`src/hw/rtl/pswp_pkg.sv`:
```
// Shared types, codes and frame builder for the PLL serial word programmer.
// Used by the sequencer, the shift unit and the top level; no dependencies.
`default_nettype none

package pswp_pkg;

    // Shift unit sizes: longest frame is the programmable word with group code
    localparam int unsigned FRAME_W = 19;
    localparam int unsigned LEN_W   = 5;

    // Data bit counts of each word, strobes excluded
    localparam logic [LEN_W-1:0] OPT_LEN        = 5'd13;
    localparam logic [LEN_W-1:0] REF_LEN        = 5'd14;
    localparam logic [LEN_W-1:0] PRG_LEN_NO_GRP = 5'd17;
    localparam logic [LEN_W-1:0] PRG_LEN        = 5'd19;

    // Request commands
    localparam logic [1:0] CMD_OPTION    = 2'd0;
    localparam logic [1:0] CMD_REFERENCE = 2'd1;
    localparam logic [1:0] CMD_PROGRAM   = 2'd2;
    localparam logic [1:0] CMD_ALL       = 2'd3;

    // Channel select code that sends no group bits
    localparam logic [1:0] CH_NONE = 2'd0;

    // Output stream widths
    localparam int unsigned IN_DATA_W  = 48;
    localparam int unsigned OUT_DATA_W = 8;

    // Event kinds carried on tuser
    localparam logic EV_DATA   = 1'b0;
    localparam logic EV_STROBE = 1'b1;

    typedef enum logic [1:0] {
        WORD_OPT = 2'd0,
        WORD_REF = 2'd1,
        WORD_PRG = 2'd2
    } t_word;

    typedef struct packed {
        logic [1:0]  command;
        logic [11:0] reference_count;
        logic [4:0]  swallow_count;
        logic [11:0] program_count;
        logic [1:0]  channel_select;
        logic [1:0]  pump_tx;
        logic [1:0]  pump_rx;
        logic [1:0]  lock_mode;
        logic        standby_tx;
        logic        standby_rx;
    } t_req;

    typedef struct packed {
        logic [FRAME_W-1:0] data;
        logic [LEN_W-1:0]   len;
    } t_frame;

    typedef struct packed {
        logic load;
        logic shift;
    } t_shift_ctrl;

    typedef struct packed {
        logic bit_out;
        logic last_bit;
        logic empty;
    } t_shift_stat;

    // Lay out the data bits of one word, first bit sent in bit 0
    function automatic t_frame build_frame(input t_word word, input t_req req);
        t_frame f;
        f.data = '0;
        f.len  = '0;
        case (word)
            WORD_OPT: begin
                f.data[4:3]   = req.pump_tx;
                f.data[6:5]   = req.pump_rx;
                f.data[8:7]   = req.lock_mode;
                f.data[9]     = req.standby_tx;
                f.data[10]    = req.standby_rx;
                f.len         = OPT_LEN;
            end
            WORD_REF: begin
                f.data[11:0]  = req.reference_count;
                f.data[13:12] = 2'b11;
                f.len         = REF_LEN;
            end
            WORD_PRG: begin
                f.data[4:0]   = req.swallow_count;
                f.data[16:5]  = req.program_count;
                f.data[18:17] = req.channel_select;
                f.len         = (req.channel_select == CH_NONE) ? PRG_LEN_NO_GRP : PRG_LEN;
            end
            default: begin
                f.data = '0;
                f.len  = '0;
            end
        endcase
        return f;
    endfunction

endpackage

`default_nettype wire

```
`src/hw/rtl/pll_serial_word_programmer.sv`:
```
// PLL serial word programmer: one request in, a stream of pin events out.
// The option word opens with a leading strobe; every word is then loaded,
// sent as one event per bit and closed by a strobe. The shift unit gives one
// bit per cycle while the output register is not stalled.
// Next request is taken once the last event sits in the output register.
// Synchronous active-low reset empties the output and returns to idle.
`default_nettype none

module pll_serial_word_programmer
    import pswp_pkg::*;
(
    input  wire logic                  i_clk,
    input  wire logic                  i_rst_n,
    input  wire logic                  i_s_tvalid,
    output logic                       o_s_tready,
    // command[1:0], reference_count[13:2], swallow_count[18:14],
    // program_count[30:19], channel_select[32:31], pump_tx[34:33],
    // pump_rx[36:35], lock_mode[38:37], standby_tx[39], standby_rx[40], zeros
    input  wire logic [IN_DATA_W-1:0]  i_s_tdata,
    output logic                       o_m_tvalid,
    input  wire logic                  i_m_tready,
    // data_bit[0], zeros
    output logic [OUT_DATA_W-1:0]      o_m_tdata,
    // event_kind[0]
    output logic                       o_m_tuser,
    // last
    output logic                       o_m_tlast
);

    t_req        req;
    t_shift_ctrl ctrl;
    t_shift_stat stat;
    t_frame      frame;
    logic        ev_bit;

    // Unpack the request fields
    assign req.command         = i_s_tdata[1:0];
    assign req.reference_count = i_s_tdata[13:2];
    assign req.swallow_count   = i_s_tdata[18:14];
    assign req.program_count   = i_s_tdata[30:19];
    assign req.channel_select  = i_s_tdata[32:31];
    assign req.pump_tx         = i_s_tdata[34:33];
    assign req.pump_rx         = i_s_tdata[36:35];
    assign req.lock_mode       = i_s_tdata[38:37];
    assign req.standby_tx      = i_s_tdata[39];
    assign req.standby_rx      = i_s_tdata[40];

    pswp_sequencer u_seq (
        .i_clk       (i_clk),
        .i_rst_n     (i_rst_n),
        .i_req_valid (i_s_tvalid),
        .o_req_ready (o_s_tready),
        .i_req       (req),
        .i_stat      (stat),
        .o_ctrl      (ctrl),
        .o_frame     (frame),
        .o_ev_valid  (o_m_tvalid),
        .i_ev_ready  (i_m_tready),
        .o_ev_kind   (o_m_tuser),
        .o_ev_bit    (ev_bit),
        .o_ev_last   (o_m_tlast)
    );

    pswp_shifter u_shift (
        .i_clk   (i_clk),
        .i_rst_n (i_rst_n),
        .i_ctrl  (ctrl),
        .i_frame (frame),
        .o_stat  (stat)
    );

    // Pack the data bit, zero fill
    assign o_m_tdata = {{(OUT_DATA_W-1){1'b0}}, ev_bit};

endmodule

`default_nettype wire

```
`src/hw/rtl/pswp_shifter.sv`:
```
// Shared serializer: loads one word frame and shifts it out one bit a cycle while shift is asserted.
// Depends on pswp_pkg for the frame and control types.
`default_nettype none

module pswp_shifter
    import pswp_pkg::*;
(
    input  wire logic        i_clk,
    input  wire logic        i_rst_n,
    input  wire t_shift_ctrl i_ctrl,
    input  wire t_frame      i_frame,
    output t_shift_stat      o_stat
);

    logic [FRAME_W-1:0] r_data;
    logic [LEN_W-1:0]   r_left;

    // Load a new frame or advance one bit
    always_ff @(posedge i_clk) begin
        if (!i_rst_n) begin
            r_left <= '0;
        end else if (i_ctrl.load) begin
            r_data <= i_frame.data;
            r_left <= i_frame.len;
        end else if (i_ctrl.shift && (r_left != '0)) begin
            r_data <= r_data >> 1;
            r_left <= r_left - LEN_W'(1);
        end
    end

    assign o_stat.bit_out  = r_data[0];
    assign o_stat.last_bit = (r_left == LEN_W'(1));
    assign o_stat.empty    = (r_left == '0);

endmodule

`default_nettype wire

```
`src/hw/rtl/pswp_sequencer.sv`:
```
// Word sequencer: steps through strobes and frames of a request and drives
// the registered event output. Depends on pswp_pkg; controls pswp_shifter.
`default_nettype none

module pswp_sequencer
    import pswp_pkg::*;
(
    input  wire logic        i_clk,
    input  wire logic        i_rst_n,
    input  wire logic        i_req_valid,
    output logic             o_req_ready,
    input  wire t_req        i_req,
    input  wire t_shift_stat i_stat,
    output t_shift_ctrl      o_ctrl,
    output t_frame           o_frame,
    output logic             o_ev_valid,
    input  wire logic        i_ev_ready,
    output logic             o_ev_kind,
    output logic             o_ev_bit,
    output logic             o_ev_last
);

    typedef enum logic [4:0] {
        S_IDLE   = 5'b00001,
        S_LEAD   = 5'b00010,
        S_LOAD   = 5'b00100,
        S_BITS   = 5'b01000,
        S_STROBE = 5'b10000
    } t_state;

    t_state r_state, n_state;
    t_word  r_word,  n_word;
    t_req   r_req,   n_req;
    logic   r_out_valid, n_out_valid;
    logic   r_out_kind,  n_out_kind;
    logic   r_out_bit,   n_out_bit;
    logic   r_out_last,  n_out_last;

    logic adv;
    logic final_word;

    // Output slot is free when empty or being taken this cycle
    assign adv        = !r_out_valid || i_ev_ready;
    assign final_word = (r_req.command != CMD_ALL) || (r_word == WORD_PRG);

    assign o_req_ready = (r_state == S_IDLE);
    assign o_frame     = build_frame(r_word, r_req);

    // Sequence strobes and frame bits
    always_comb begin
        n_state     = r_state;
        n_word      = r_word;
        n_req       = r_req;
        n_out_valid = r_out_valid && !i_ev_ready;
        n_out_kind  = r_out_kind;
        n_out_bit   = r_out_bit;
        n_out_last  = r_out_last;
        o_ctrl      = '0;
        unique case (r_state)
            S_IDLE: begin
                if (i_req_valid) begin
                    n_req = i_req;
                    unique case (i_req.command) inside
                        CMD_OPTION, CMD_ALL: begin
                            n_word  = WORD_OPT;
                            n_state = S_LEAD;
                        end
                        CMD_REFERENCE: begin
                            n_word  = WORD_REF;
                            n_state = S_LOAD;
                        end
                        default: begin
                            n_word  = WORD_PRG;
                            n_state = S_LOAD;
                        end
                    endcase
                end
            end
            S_LEAD: begin
                if (adv) begin
                    n_out_valid = 1'b1;
                    n_out_kind  = EV_STROBE;
                    n_out_bit   = 1'b0;
                    n_out_last  = 1'b0;
                    n_state     = S_LOAD;
                end
            end
            S_LOAD: begin
                o_ctrl.load = 1'b1;
                n_state     = S_BITS;
            end
            S_BITS: begin
                if (adv) begin
                    o_ctrl.shift = 1'b1;
                    n_out_valid  = 1'b1;
                    n_out_kind   = EV_DATA;
                    n_out_bit    = i_stat.bit_out;
                    n_out_last   = 1'b0;
                    if (i_stat.last_bit) begin
                        n_state = S_STROBE;
                    end
                end
            end
            S_STROBE: begin
                if (adv) begin
                    n_out_valid = 1'b1;
                    n_out_kind  = EV_STROBE;
                    n_out_bit   = 1'b0;
                    n_out_last  = final_word;
                    if (final_word) begin
                        n_state = S_IDLE;
                    end else begin
                        n_word  = (r_word == WORD_OPT) ? WORD_REF : WORD_PRG;
                        n_state = S_LOAD;
                    end
                end
            end
            default: begin
                n_state = S_IDLE;
            end
        endcase
    end

    // Hold control state; payload needs no reset
    always_ff @(posedge i_clk) begin
        if (!i_rst_n) begin
            r_state     <= S_IDLE;
            r_word      <= WORD_OPT;
            r_out_valid <= 1'b0;
        end else begin
            r_state     <= n_state;
            r_word      <= n_word;
            r_out_valid <= n_out_valid;
        end
        r_req      <= n_req;
        r_out_kind <= n_out_kind;
        r_out_bit  <= n_out_bit;
        r_out_last <= n_out_last;
    end

    assign o_ev_valid = r_out_valid;
    assign o_ev_kind  = r_out_kind;
    assign o_ev_bit   = r_out_bit;
    assign o_ev_last  = r_out_last;

    // Shifting never runs on an empty frame
    a_bits_not_empty: assert property (@(posedge i_clk) disable iff (!i_rst_n)
        (r_state == S_BITS) |-> !i_stat.empty)
        else $error("shift state with empty frame");

    // An accepted request starts with a strobe or a frame load
    a_accept_start: assert property (@(posedge i_clk) disable iff (!i_rst_n)
        (i_req_valid && o_req_ready) |=> ((r_state == S_LEAD) || (r_state == S_LOAD)))
        else $error("request accepted without starting");

    // The final event of a request is always a strobe
    a_last_is_strobe: assert property (@(posedge i_clk) disable iff (!i_rst_n)
        (r_out_valid && r_out_last) |-> (r_out_kind == EV_STROBE))
        else $error("last event is not a strobe");

    // A closing strobe that is not final moves on to the next frame
    a_next_word: assert property (@(posedge i_clk) disable iff (!i_rst_n)
        ((r_state == S_STROBE) && adv && !final_word) |=> (r_state == S_LOAD))
        else $error("next word not loaded");

endmodule

`default_nettype wire
```
`config.mk`:
```
export PLATFORM = sky130hd
export DESIGN_NAME = pll_serial_word_programmer
export DESIGN_NICKNAME = d
export VERILOG_FILES = /design/src/hw/rtl/pswp_pkg.sv /design/src/hw/rtl/pll_serial_word_programmer.sv /design/src/hw/rtl/pswp_shifter.sv /design/src/hw/rtl/pswp_sequencer.sv
export SDC_FILE = /design/constraint.sdc
export NUM_CORES = 1
export LEC_CHECK = 0
export BUFFER_PORTS_ARGS = -buffer_cell sky130_fd_sc_hd__buf_4
export CORE_AREA = 2 2 92 94
export DETAILED_ROUTE_END_ITERATION = 8
export DIE_AREA = 0 0 94 96
export HOLD_SLACK_MARGIN = 0.02
export SYNTH_ARGS = -nofsm -noshare
export SYNTH_HDL_FRONTEND = slang
export SYNTH_SLANG_ARGS = --single-unit
export TNS_END_PERCENT = 5
```
`constraint.sdc`:
```
create_clock -name i_clk -period 4.3 [get_ports i_clk]
set_input_delay 0.86 -clock i_clk [delete_from_list [all_inputs] [get_ports i_clk]]
set_output_delay 0.86 -clock i_clk [all_outputs]
set_load 0.1 [all_outputs]
```
[Word level (Yosys, flattened, before mapping)]
Index checks and enable logic that the tools add are counted.
Cells by class
  reductions and logical operators: 24
  $add $sub $neg: 1
  equal/unequal tests: 19
  multiplexer cells: 36
Operators with widths (number)
  $mux W5: 8
  $mux W19: 2
  $pmux W5 S5: 1
  $pmux W8 S3: 1
  $pmux W5 S3: 1
  $pmux W3 S2: 2
  $eq A5 B1 Y1 const B: 2
  $mux W2: 5
  $ne A2 B1 Y1 const B: 5
  $mux W1: 9
  $ne A2 B2 Y1 const B: 4
  $pmux W2 S2: 2
  $reduce_bool A2 Y1: 4
  $logic_not A2 Y1: 3
  $mux W3: 2
  $pmux W1 S2: 3
  $reduce_and A3 Y1: 2
  $reduce_or A2 Y1: 3
  $eq A5 B2 Y1 const B: 1
  $eq A5 B3 Y1 const B: 1
  $eq A5 B4 Y1 const B: 1
  $eq A5 B5 Y1 const B: 1
  $reduce_and A5 Y1: 1
  $reduce_bool A5 Y1: 1
  other kinds (9): 15
Word-level totals
  register bits after elaboration: 76
  input port bits: 52
  word-level logic and storage cells: 98

[Depth between registers and ports, before layout]
Gate-level depths: netlist (run 1).
  word-level depth: 7
  mapped depth: 7

[Hierarchy]
From an unflattened synthesis (run 1), not the netlist that was laid out.
Unflattened totals
  cells, all modules: 265
  area total of the unflattened synthesis: 3509.6 µm²
By module, submodules not included
  pswp_sequencer: times used 1, cells each 173, area each 2307.2 µm²
  pswp_shifter: times used 1, cells each 83, area each 1138.6 µm²
  pll_serial_word_programmer: times used 1, cells each 9, area each 63.8 µm²

[Least setup slack after synthesis (run 1)]
OpenSTA, ideal clock, no wires.
  path kind: register -> register
  from: reg u_seq.r_state[0]
  to: reg u_shift.r_data[0] (enable)
  setup slack: 1650 ps
  path buffers: 1
  arrival: 2255 ps
  data required time: 3905 ps
  clock period less this slack: 2650 ps
  stages on the path, launching flop included: 6
  cell sequence: dfxtp_1 buf_6 or4b_4 nor4_4 nor2_1 nor2_1
Between the ends
  longest elaborated chain between the ends: 5
  elaborated cells between the ends (all ways): 7
RTL lines
  from (decl): line pswp_sequencer.sv:31  | t_state r_state, n_state;
  from (signal assigned): line pswp_sequencer.sv:131  | r_state <= n_state;
  $eq A5 B4 Y1: line pswp_sequencer.sv:59  | unique case (r_state)
  $mux W1: line pswp_sequencer.sv:59
  $logic_and A1 B1 Y1: line pswp_shifter.sv:25  | end else if (i_ctrl.shift && (r_left != '0)) begin
  $reduce_bool A2 Y1 (no line) (*)
  $reduce_and A2 Y1 (no line) (*)
  to (signal assigned): line pswp_shifter.sv:23  | r_data <= i_frame.data;
  to (signal assigned): line pswp_shifter.sv:26  | r_data <= r_data >> 1;
  to (decl): line pswp_shifter.sv:15  | logic [FRAME_W-1:0] r_data;
Every way passes the cells marked *; elsewhere a longest branch is shown, timed or not.
A chain may end at the register's enable or synchronous reset.

[Final worst setup path (run 1)]
  from: reg u_seq.r_state[4]
  to: out o_s_tready
Between the ends
  longest elaborated chain between the ends: 1
RTL lines
  $eq A5 B1 Y1: line pswp_sequencer.sv:46  | assign o_req_ready = (r_state == S_IDLE);
  to (decl): line pll_serial_word_programmer.sv:15  | output logic o_s_tready,
No other way between the ends.

==> results.sh, run 1 <==
export IMPL_vias=2113
export IMPL_cap_violations=0
export IMPL_synth_seq_cells=76
export IMPL_drive_above_1_share_pct=23.5
export IMPL_grt_overflow=0
export IMPL_critPathArrivalTime_ns=1.82
export IMPL_pin_count=64
export IMPL_cts_tree="built"
export IMPL_firstDrtPassIters=4
export IMPL_setup_viol=0
export IMPL_critPathRequiredTime_ns=3.44
export IMPL_critPathSlowestCell="nor4_1"
export IMPL_p_sw_w=0.000728
export IMPL_power_w=0.00228
export IMPL_gr_usage_all_layers_pct=14.9
export IMPL_grt_max_degree=42
export IMPL_routedWlPerCell_um=14.3
export IMPL_power_frac_seq_pct=46.3
export IMPL_clock_skew_ns=0.00834
export IMPL_ys_seq_area_share_pct=65.1
export IMPL_ys_flop_type="edfxtp_1"
export IMPL_via_per_inst=5.09
export IMPL_postCtsResizedCells=0
export IMPL_p_per_area_nw_per_um2=576
export IMPL_place_congestion=0.829
export IMPL_wl_met1_mm=2.74
export IMPL_drv_slew=0
export IMPL_drt_iter0_drc=117
export IMPL_combinationalPowerShare_pct=25.7
export IMPL_die_w_um=94
export IMPL_relSlewSlack_pct=53.6
export IMPL_hold_path_class="reg -> reg"
export IMPL_top_layer_used="met4"
export IMPL_path_delay_family="simple AND/OR/NAND/NOR gates"
export IMPL_fin_tns_setup_ns=0
export IMPL_synth_cell_types=44
export IMPL_fin_crit_ns=2.68
export IMPL_finalHoldViolCount=0
export IMPL_nNetsFinal=366
export IMPL_cts_root_buffer="clkbuf_8"
export IMPL_die_height_um=96
export IMPL_postRouteAntennaNets=0
export IMPL_final_cell_mix="edfxtp_1 (63), buf_4 (52), nand2_1 (32)"
export IMPL_cts_setup_buffers=0
export IMPL_slowest_delay_ns=0.55
export IMPL_synth_edf_count=63
export IMPL_synth_cells=257
export IMPL_syn_area_um2=3300
export IMPL_worstSetupStartpointType="register"
export IMPL_clock_sinks=76
export IMPL_htreeDepth=3
export IMPL_worst_r2r_setup_slack_ns=2.04
export IMPL_critPathKind="reg -> out"
export IMPL_row_count=33
export IMPL_drc_errors=0
export IMPL_p_int_w=0.00155
export IMPL_outcome="completed"
export IMPL_dieArea_um2=9020
export IMPL_antennaDiodeCount=0
export IMPL_clockBufferDepth=2
export IMPL_core_um2=8050
export IMPL_end_kind="output pin"
export IMPL_dr_wl_met3_um=312
export IMPL_cts_clk_slew_worst_paths_ns=0.08
export IMPL_fmax_ghz=0.373
export IMPL_worstSkewPairLatency_ns=0.34
export IMPL_fillers=723
export IMPL_synthArstFlopShare_pct=0
export IMPL_clkPwrFrac_pct=28.1
export IMPL_switching_share_pct=31.9
export IMPL_avgSynthCellArea_um2=12.9
export IMPL_postRouteWirelength_mm=5.95
export IMPL_path_buf_inv=2
export IMPL_hpwl_mm=3.92
export IMPL_p_leak_nw=1.56
export IMPL_peakVddDrop_v=0.000252
export IMPL_grt_pass1_wl_mm=10.2
export IMPL_path_max_fanout=10
export IMPL_crit_chain="nor4_1, nand2_1, inv_1, buf_4"
export IMPL_antenna_found_initial=0
export IMPL_final_common_cell="edfxtp_1"
export IMPL_worst_pin_slew_ns=0.694
export IMPL_grt_setup_unrepaired="false"
export IMPL_yosysWarnings=0
export IMPL_fin_crit_sh_pct=62.4
export IMPL_area_delta_synth_final_pct=20.0
export IMPL_dr_wl_met2_mm=2.84
export IMPL_grt_pass1_vias=2133
export IMPL_start_util_pct=41.0
export IMPL_cts_buffers=9
export IMPL_hold_buffers=0
export IMPL_numPortBuffers=49
## power by group through the flow
stage | Sequential [W] | Clock, W | Combinational [W]
after floorplan | 0.00107 | 0 | 0.000456
after global placement | 0.00107 | 0 | 0.000589
after detailed placement | 0.00107 | 0 | 0.000595
after CTS | 0.00106 | 0.000657 | 0.000598
after global routing | 0.00107 | 0.000693 | 0.000646
final | 0.00106 | 0.000641 | 0.000586
## cells by family (layout without fill, tap and decap cells)
family,count (synthesis),after routing,share of synthesized area [%]
compound gates,46,46,10.8
xor+xnor,2,2,0.530
fa+ha+maj,9,9,3.41
buf+inv,31,78,4.88
flops,76,76,65.1
mux,4,4,1.25
other cells,1,7,0.113
simple gates,88,88,13.9
## worst reg2reg max path, stage by stage, from the launching register on
cell	delay, ns
dfxtp_1	0.40
or4b_4	0.59
nor4_4	0.48
nor2_1	0.07
nor2_1	0.10
buf_4	0.29
## state kept, by name, indices dropped and copies added, names as in the netlist
| register | cells |
|---|---|
| u_seq.o_ev_valid | 1 |
| u_shift.r_data | 19 |
| u_seq.o_ev_kind | 1 |
| u_seq.r_state | 5 |
| u_seq.o_ev_last | 1 |
| u_seq.o_ev_bit | 1 |
| u_seq.r_word | 2 |
| u_seq.r_req | 41 |
| u_shift.r_left | 5 |
## routing by layer
| layer | vias up | global-route usage (%) |
|---|---|---|
| li1 | 1053 | - |
| met1 | 992 | 18.7 |
| met2 | 62 | 25.3 |
| met3 | 6 | 4.31 |
| met4 | 0 | 4.23 |
| met5 | - | 0 |
## stage by stage
step           hold WS [ns]  area (µm²)  setup slack, ns  cells  utilization, %
5_1_grt               0.536        3960             1.40    415            49.2
3_3_place_gp          0.496        3720             1.96    399            46.3
3_5_place_dp          0.497        3720             1.98    399            46.3
2_1_floorplan         0.484        3330             1.65    263               -
6_report              0.517        3960             1.62    415            49.2
4_1_cts               0.516        3960             1.58    415            49.2
## final timing paths
check	startpoint	endpoint	cells after the start
setup / recovery	u_seq.r_state[4]	o_s_tready	4
hold / removal	u_shift.r_data[17]	u_shift.r_data[16]	2
setup reg to reg	u_seq.r_state[0]	u_shift.r_data[9]	5
hold reg to reg	u_shift.r_data[17]	u_shift.r_data[16]	2
## cell type report
type	count	area (µm²)	share of cell area, %
Clock buffer	9	124	3.13
Clock inverter	7	115	2.90
Inverter	10	37.5	0.947
Multi-Input combinational cell	156	1010	25.6
Sequential cell	76	2150	54.3
Tap cell	105	131	3.31
Timing Repair Buffer	52	390	9.85
## cells in the mapped netlist (3+ instances only)
master    number  area share (%)
edfxtp_1      63              57
nand2_1       32             3.6
dfxtp_1       13             7.9
nor2_1        13             1.5
nand3_1       11             1.7
buf_4         10             2.3
inv_1         10             1.1
o31ai_1       10             2.3
clkbuf_1       9             1.0
ha_1           9             3.4
a222oi_1       8             2.4
o21ai_0        7             1.1
a21oi_1        5            0.76
and2_1         5            0.95
nor3_1         5            0.76
a22o_1         4             1.1
and3b_1        3            0.80
mux2i_1        3            0.91
nand3b_1       3            0.68
nand4_1        3            0.57
Note: power is estimated with default switching activity, not from simulation.
==> run 2, diff against run 1 <==
--- a/config.mk
+++ b/config.mk
@@ -5,10 +5,11 @@
 export SDC_FILE = /design/constraint.sdc
 export NUM_CORES = 1
 export LEC_CHECK = 0
+export ABC_AREA = 1
 export BUFFER_PORTS_ARGS = -buffer_cell sky130_fd_sc_hd__buf_4
-export CORE_AREA = 2 2 92 94
+export CORE_AREA = 2 2 94 96
 export DETAILED_ROUTE_END_ITERATION = 8
-export DIE_AREA = 0 0 94 96
+export DIE_AREA = 0 0 96 98
 export HOLD_SLACK_MARGIN = 0.02
 export SYNTH_ARGS = -nofsm -noshare
 export SYNTH_HDL_FRONTEND = slang
==> constraint.sdc (replaced) <==
create_clock -name i_clk -period 2.34 [get_ports i_clk]
set_input_delay 0.468 -clock i_clk [delete_from_list [all_inputs] [get_ports i_clk]]
set_output_delay 0.468 -clock i_clk [all_outputs]
set_load 0.1 [all_outputs]
==> results.sh, run 2 <==
export IMPL_outcome="completed"
export IMPL_top_register="u_seq.r_req"
export IMPL_synth_top_cell_area_share_pct=55.2
export IMPL_critPathRequiredTime_ns=1.87
export IMPL_drc_errors=0
export IMPL_critPathKind="reg -> out"
export IMPL_critPathArrivalTime_ns=1.62
export IMPL_via_per_inst=4.82
export IMPL_grt_pass1_wl_mm=10.3
export IMPL_synth_cells=318
export IMPL_postRouteWirelength_mm=6.13
export IMPL_reg_largest_list="u_seq.r_req x41, u_shift.r_data x19"
export IMPL_gr_usage_all_layers_pct=14.2
export IMPL_power_frac_seq_pct=43.7
export IMPL_utilization_pct=48.4
export IMPL_grt_max_degree=42
export IMPL_fin_crit_sh_pct=89.0
export IMPL_p_per_area_nw_per_um2=1110
export IMPL_cts_buffers=9
export IMPL_place_congestion=0.836
export IMPL_crit_chain="inv_1, nor2_2, nand3_2, inv_1, buf_4"
export IMPL_r2r_cells=10
export IMPL_synth_top_cell_by_area="edfxtp_1"
export IMPL_worstSkewPairLatency_ns=0.36
export IMPL_vias=2337
export IMPL_ys_seq_area_share_pct=62.8
export IMPL_synth_cell_types=28
export IMPL_drt_iter0_drc=81
export IMPL_postRouteAntennaNets=0
export IMPL_fin_crit_ns=2.08
export IMPL_antenna_found_initial=0
export IMPL_clock_skew_ns=0.0132
export IMPL_cap_violations=0
export IMPL_synth_edf_count=63
export IMPL_fin_tns_setup_ns=0
export IMPL_hpwl_mm=4.25
export IMPL_min_path_cells=1
export IMPL_clkPwrFrac_pct=22.1
export IMPL_worst_pin_slew_ns=0.585
export IMPL_numPortBuffers=49
export IMPL_drive_above_1_share_pct=22.8
export IMPL_switching_share_pct=38.0
export IMPL_slowest_delay_ns=0.46
export IMPL_synth_most_common_cell="nand2_1"
export IMPL_final_cell_mix="nand2_1 (68), edfxtp_1 (63), buf_4 (52)"
export IMPL_critPathSlowestCell="dfxtp_1"
export IMPL_yosysWarnings=0
export IMPL_final_common_cell="nand2_1"
export IMPL_cts_tree="built"
export IMPL_firstDrtPassIters=4
export IMPL_cts_setup_buffers=0
export IMPL_grt_overflow=0
export IMPL_core_um2=8470
export IMPL_end_kind="output pin"
export IMPL_worst_r2r_setup_slack_ns=0.49
export IMPL_relSlewSlack_pct=61.0
export IMPL_synthTopCellsByCount="nand2_1 (68), edfxtp_1 (63), nor2_1 (29)"
export IMPL_cts_clk_slew_worst_paths_ns=0.09
export IMPL_start_util_pct=40.5
export IMPL_routedWlPerCell_um=12.6
export IMPL_critPathMostFrequentCell="inv_1"
export IMPL_combinationalPowerShare_pct=34.2
export IMPL_synth_top_cells_by_area="edfxtp_1 (55%), dfxtp_1 (7.6%), nand2_1 (7.5%)"
export IMPL_die_w_um=96
export IMPL_syn_area_um2=3420
export IMPL_row_count=34
export IMPL_postCtsResizedCells=0
export IMPL_drv_slew=0
export IMPL_p_leak_nw=1.68
export IMPL_cts_root_buffer="clkbuf_8"
export IMPL_avgSynthCellArea_um2=10.8
export IMPL_ys_flop_type="edfxtp_1"
export IMPL_finalHoldViolCount=0
export IMPL_clockBufferDepth=2
export IMPL_nNetsFinal=433
export IMPL_area_delta_synth_final_pct=19.7
export IMPL_grt_pass1_vias=2260
export IMPL_grt_setup_unrepaired="false"
export IMPL_antennaDiodeCount=0
export IMPL_synth_seq_cells=76
export IMPL_setup_viol=0
export IMPL_p_sw_w=0.00173
export IMPL_path_max_fanout=6
export IMPL_fillers=780
export IMPL_synthArstFlopShare_pct=0
export IMPL_dieArea_um2=9410
export IMPL_p_int_w=0.00283
export IMPL_peakVddDrop_v=0.000499
export IMPL_die_height_um=98
export IMPL_worstSetupStartpointType="register"
export IMPL_htreeDepth=3
export IMPL_largest_register_ffs=41
export IMPL_pin_count=64
export IMPL_fmax_ghz=0.480
export IMPL_hold_buffers=0
export IMPL_clock_sinks=76
export IMPL_hold_path_class="in -> reg"
## run 2: cell types whose count changed in the layout (fill, tap and decap cells not counted), sizes merged, moves of 8 or more
| cell | change |
|---|---|
| a21oi | +8 |
| a222oi | -8 |
| a22o | +8 |
| inv | +19 |
| nand2 | +39 |
| nor2 | +24 |
| o21ai | +16 |
| o31ai | -10 |
## run 2: worst max-delay path, delay by kind of cell (launching register included)
kind	cells	cell delay, ns
buf+inv	3	0.49
flops	1	0.46
simple gates	2	0.29
## run 2: final timing paths
path | startpoint | endpoint
worst max register to register | u_shift.r_left[0] | u_shift.r_data[5]
worst min-delay path | i_s_tdata[7] | u_seq.r_req[32]
worst min register to register | u_shift.r_left[2] | u_shift.r_left[2]
worst max-delay path | u_seq.r_state[0] | o_s_tready
## run 2: power groups by stage
stage          combinational [W]  sequential [W]  clock [W]
2_1_floorplan            0.00112         0.00209          0
3_3_place_gp             0.00155         0.00202          0
3_5_place_dp             0.00156         0.00203          0
4_1_cts                  0.00157         0.00200    0.00103
5_1_grt                  0.00174         0.00203    0.00109
6_report                 0.00156         0.00200    0.00101
## run 2: cells by family (layout without fill, tap and decap cells)
| family | after synthesis | after routing | synth area share (%) |
|---|---|---|---|
| simple gates | 137 | 137 | 18.9 |
| fa+ha+maj | 9 | 9 | 3.29 |
| other cells | 1 | 7 | 0.110 |
| compound gates | 51 | 51 | 8.95 |
| flops | 76 | 76 | 62.8 |
| buf+inv | 44 | 97 | 5.96 |
## run 2: cell type report
class | instances | area (µm²) | share of cell area [%]
well taps | 108 | 135 | 3.30
clock inverters | 7 | 73.8 | 1.80
inverters | 28 | 105 | 2.56
flip-flops and latches | 76 | 2150 | 52.5
repair buffers | 53 | 410 | 10.0
clock buffers | 9 | 124 | 3.02
multi-input cells | 204 | 1100 | 26.8
## run 2: routing by layer
| layer | wire (µm) | track usage, % | vias to the layer above |
|---|---|---|---|
| met1 | 2860 | 19.0 | 1062 |
| met2 | 2830 | 21.3 | 71 |
| li1 | - | - | 1193 |
| met4 | 103 | 6.59 | 0 |
| met3 | 341 | 4.17 | 11 |
| met5 | 0 | 0 | - |
## run 2: stage by stage
stage	worst slack, ns	total power (W)	hold slack, ns	area, µm²	instances
3_3_place_gp	0.545	0.00357	0.485	3900	469
4_1_cts	0.238	0.00460	0.271	4100	485
6_report	0.257	0.00456	0.288	4100	485
2_1_floorplan	0.103	0.00321	0.464	3450	324
3_5_place_dp	0.515	0.00359	0.495	3900	469
5_1_grt	0.154	0.00485	0.263	4100	485
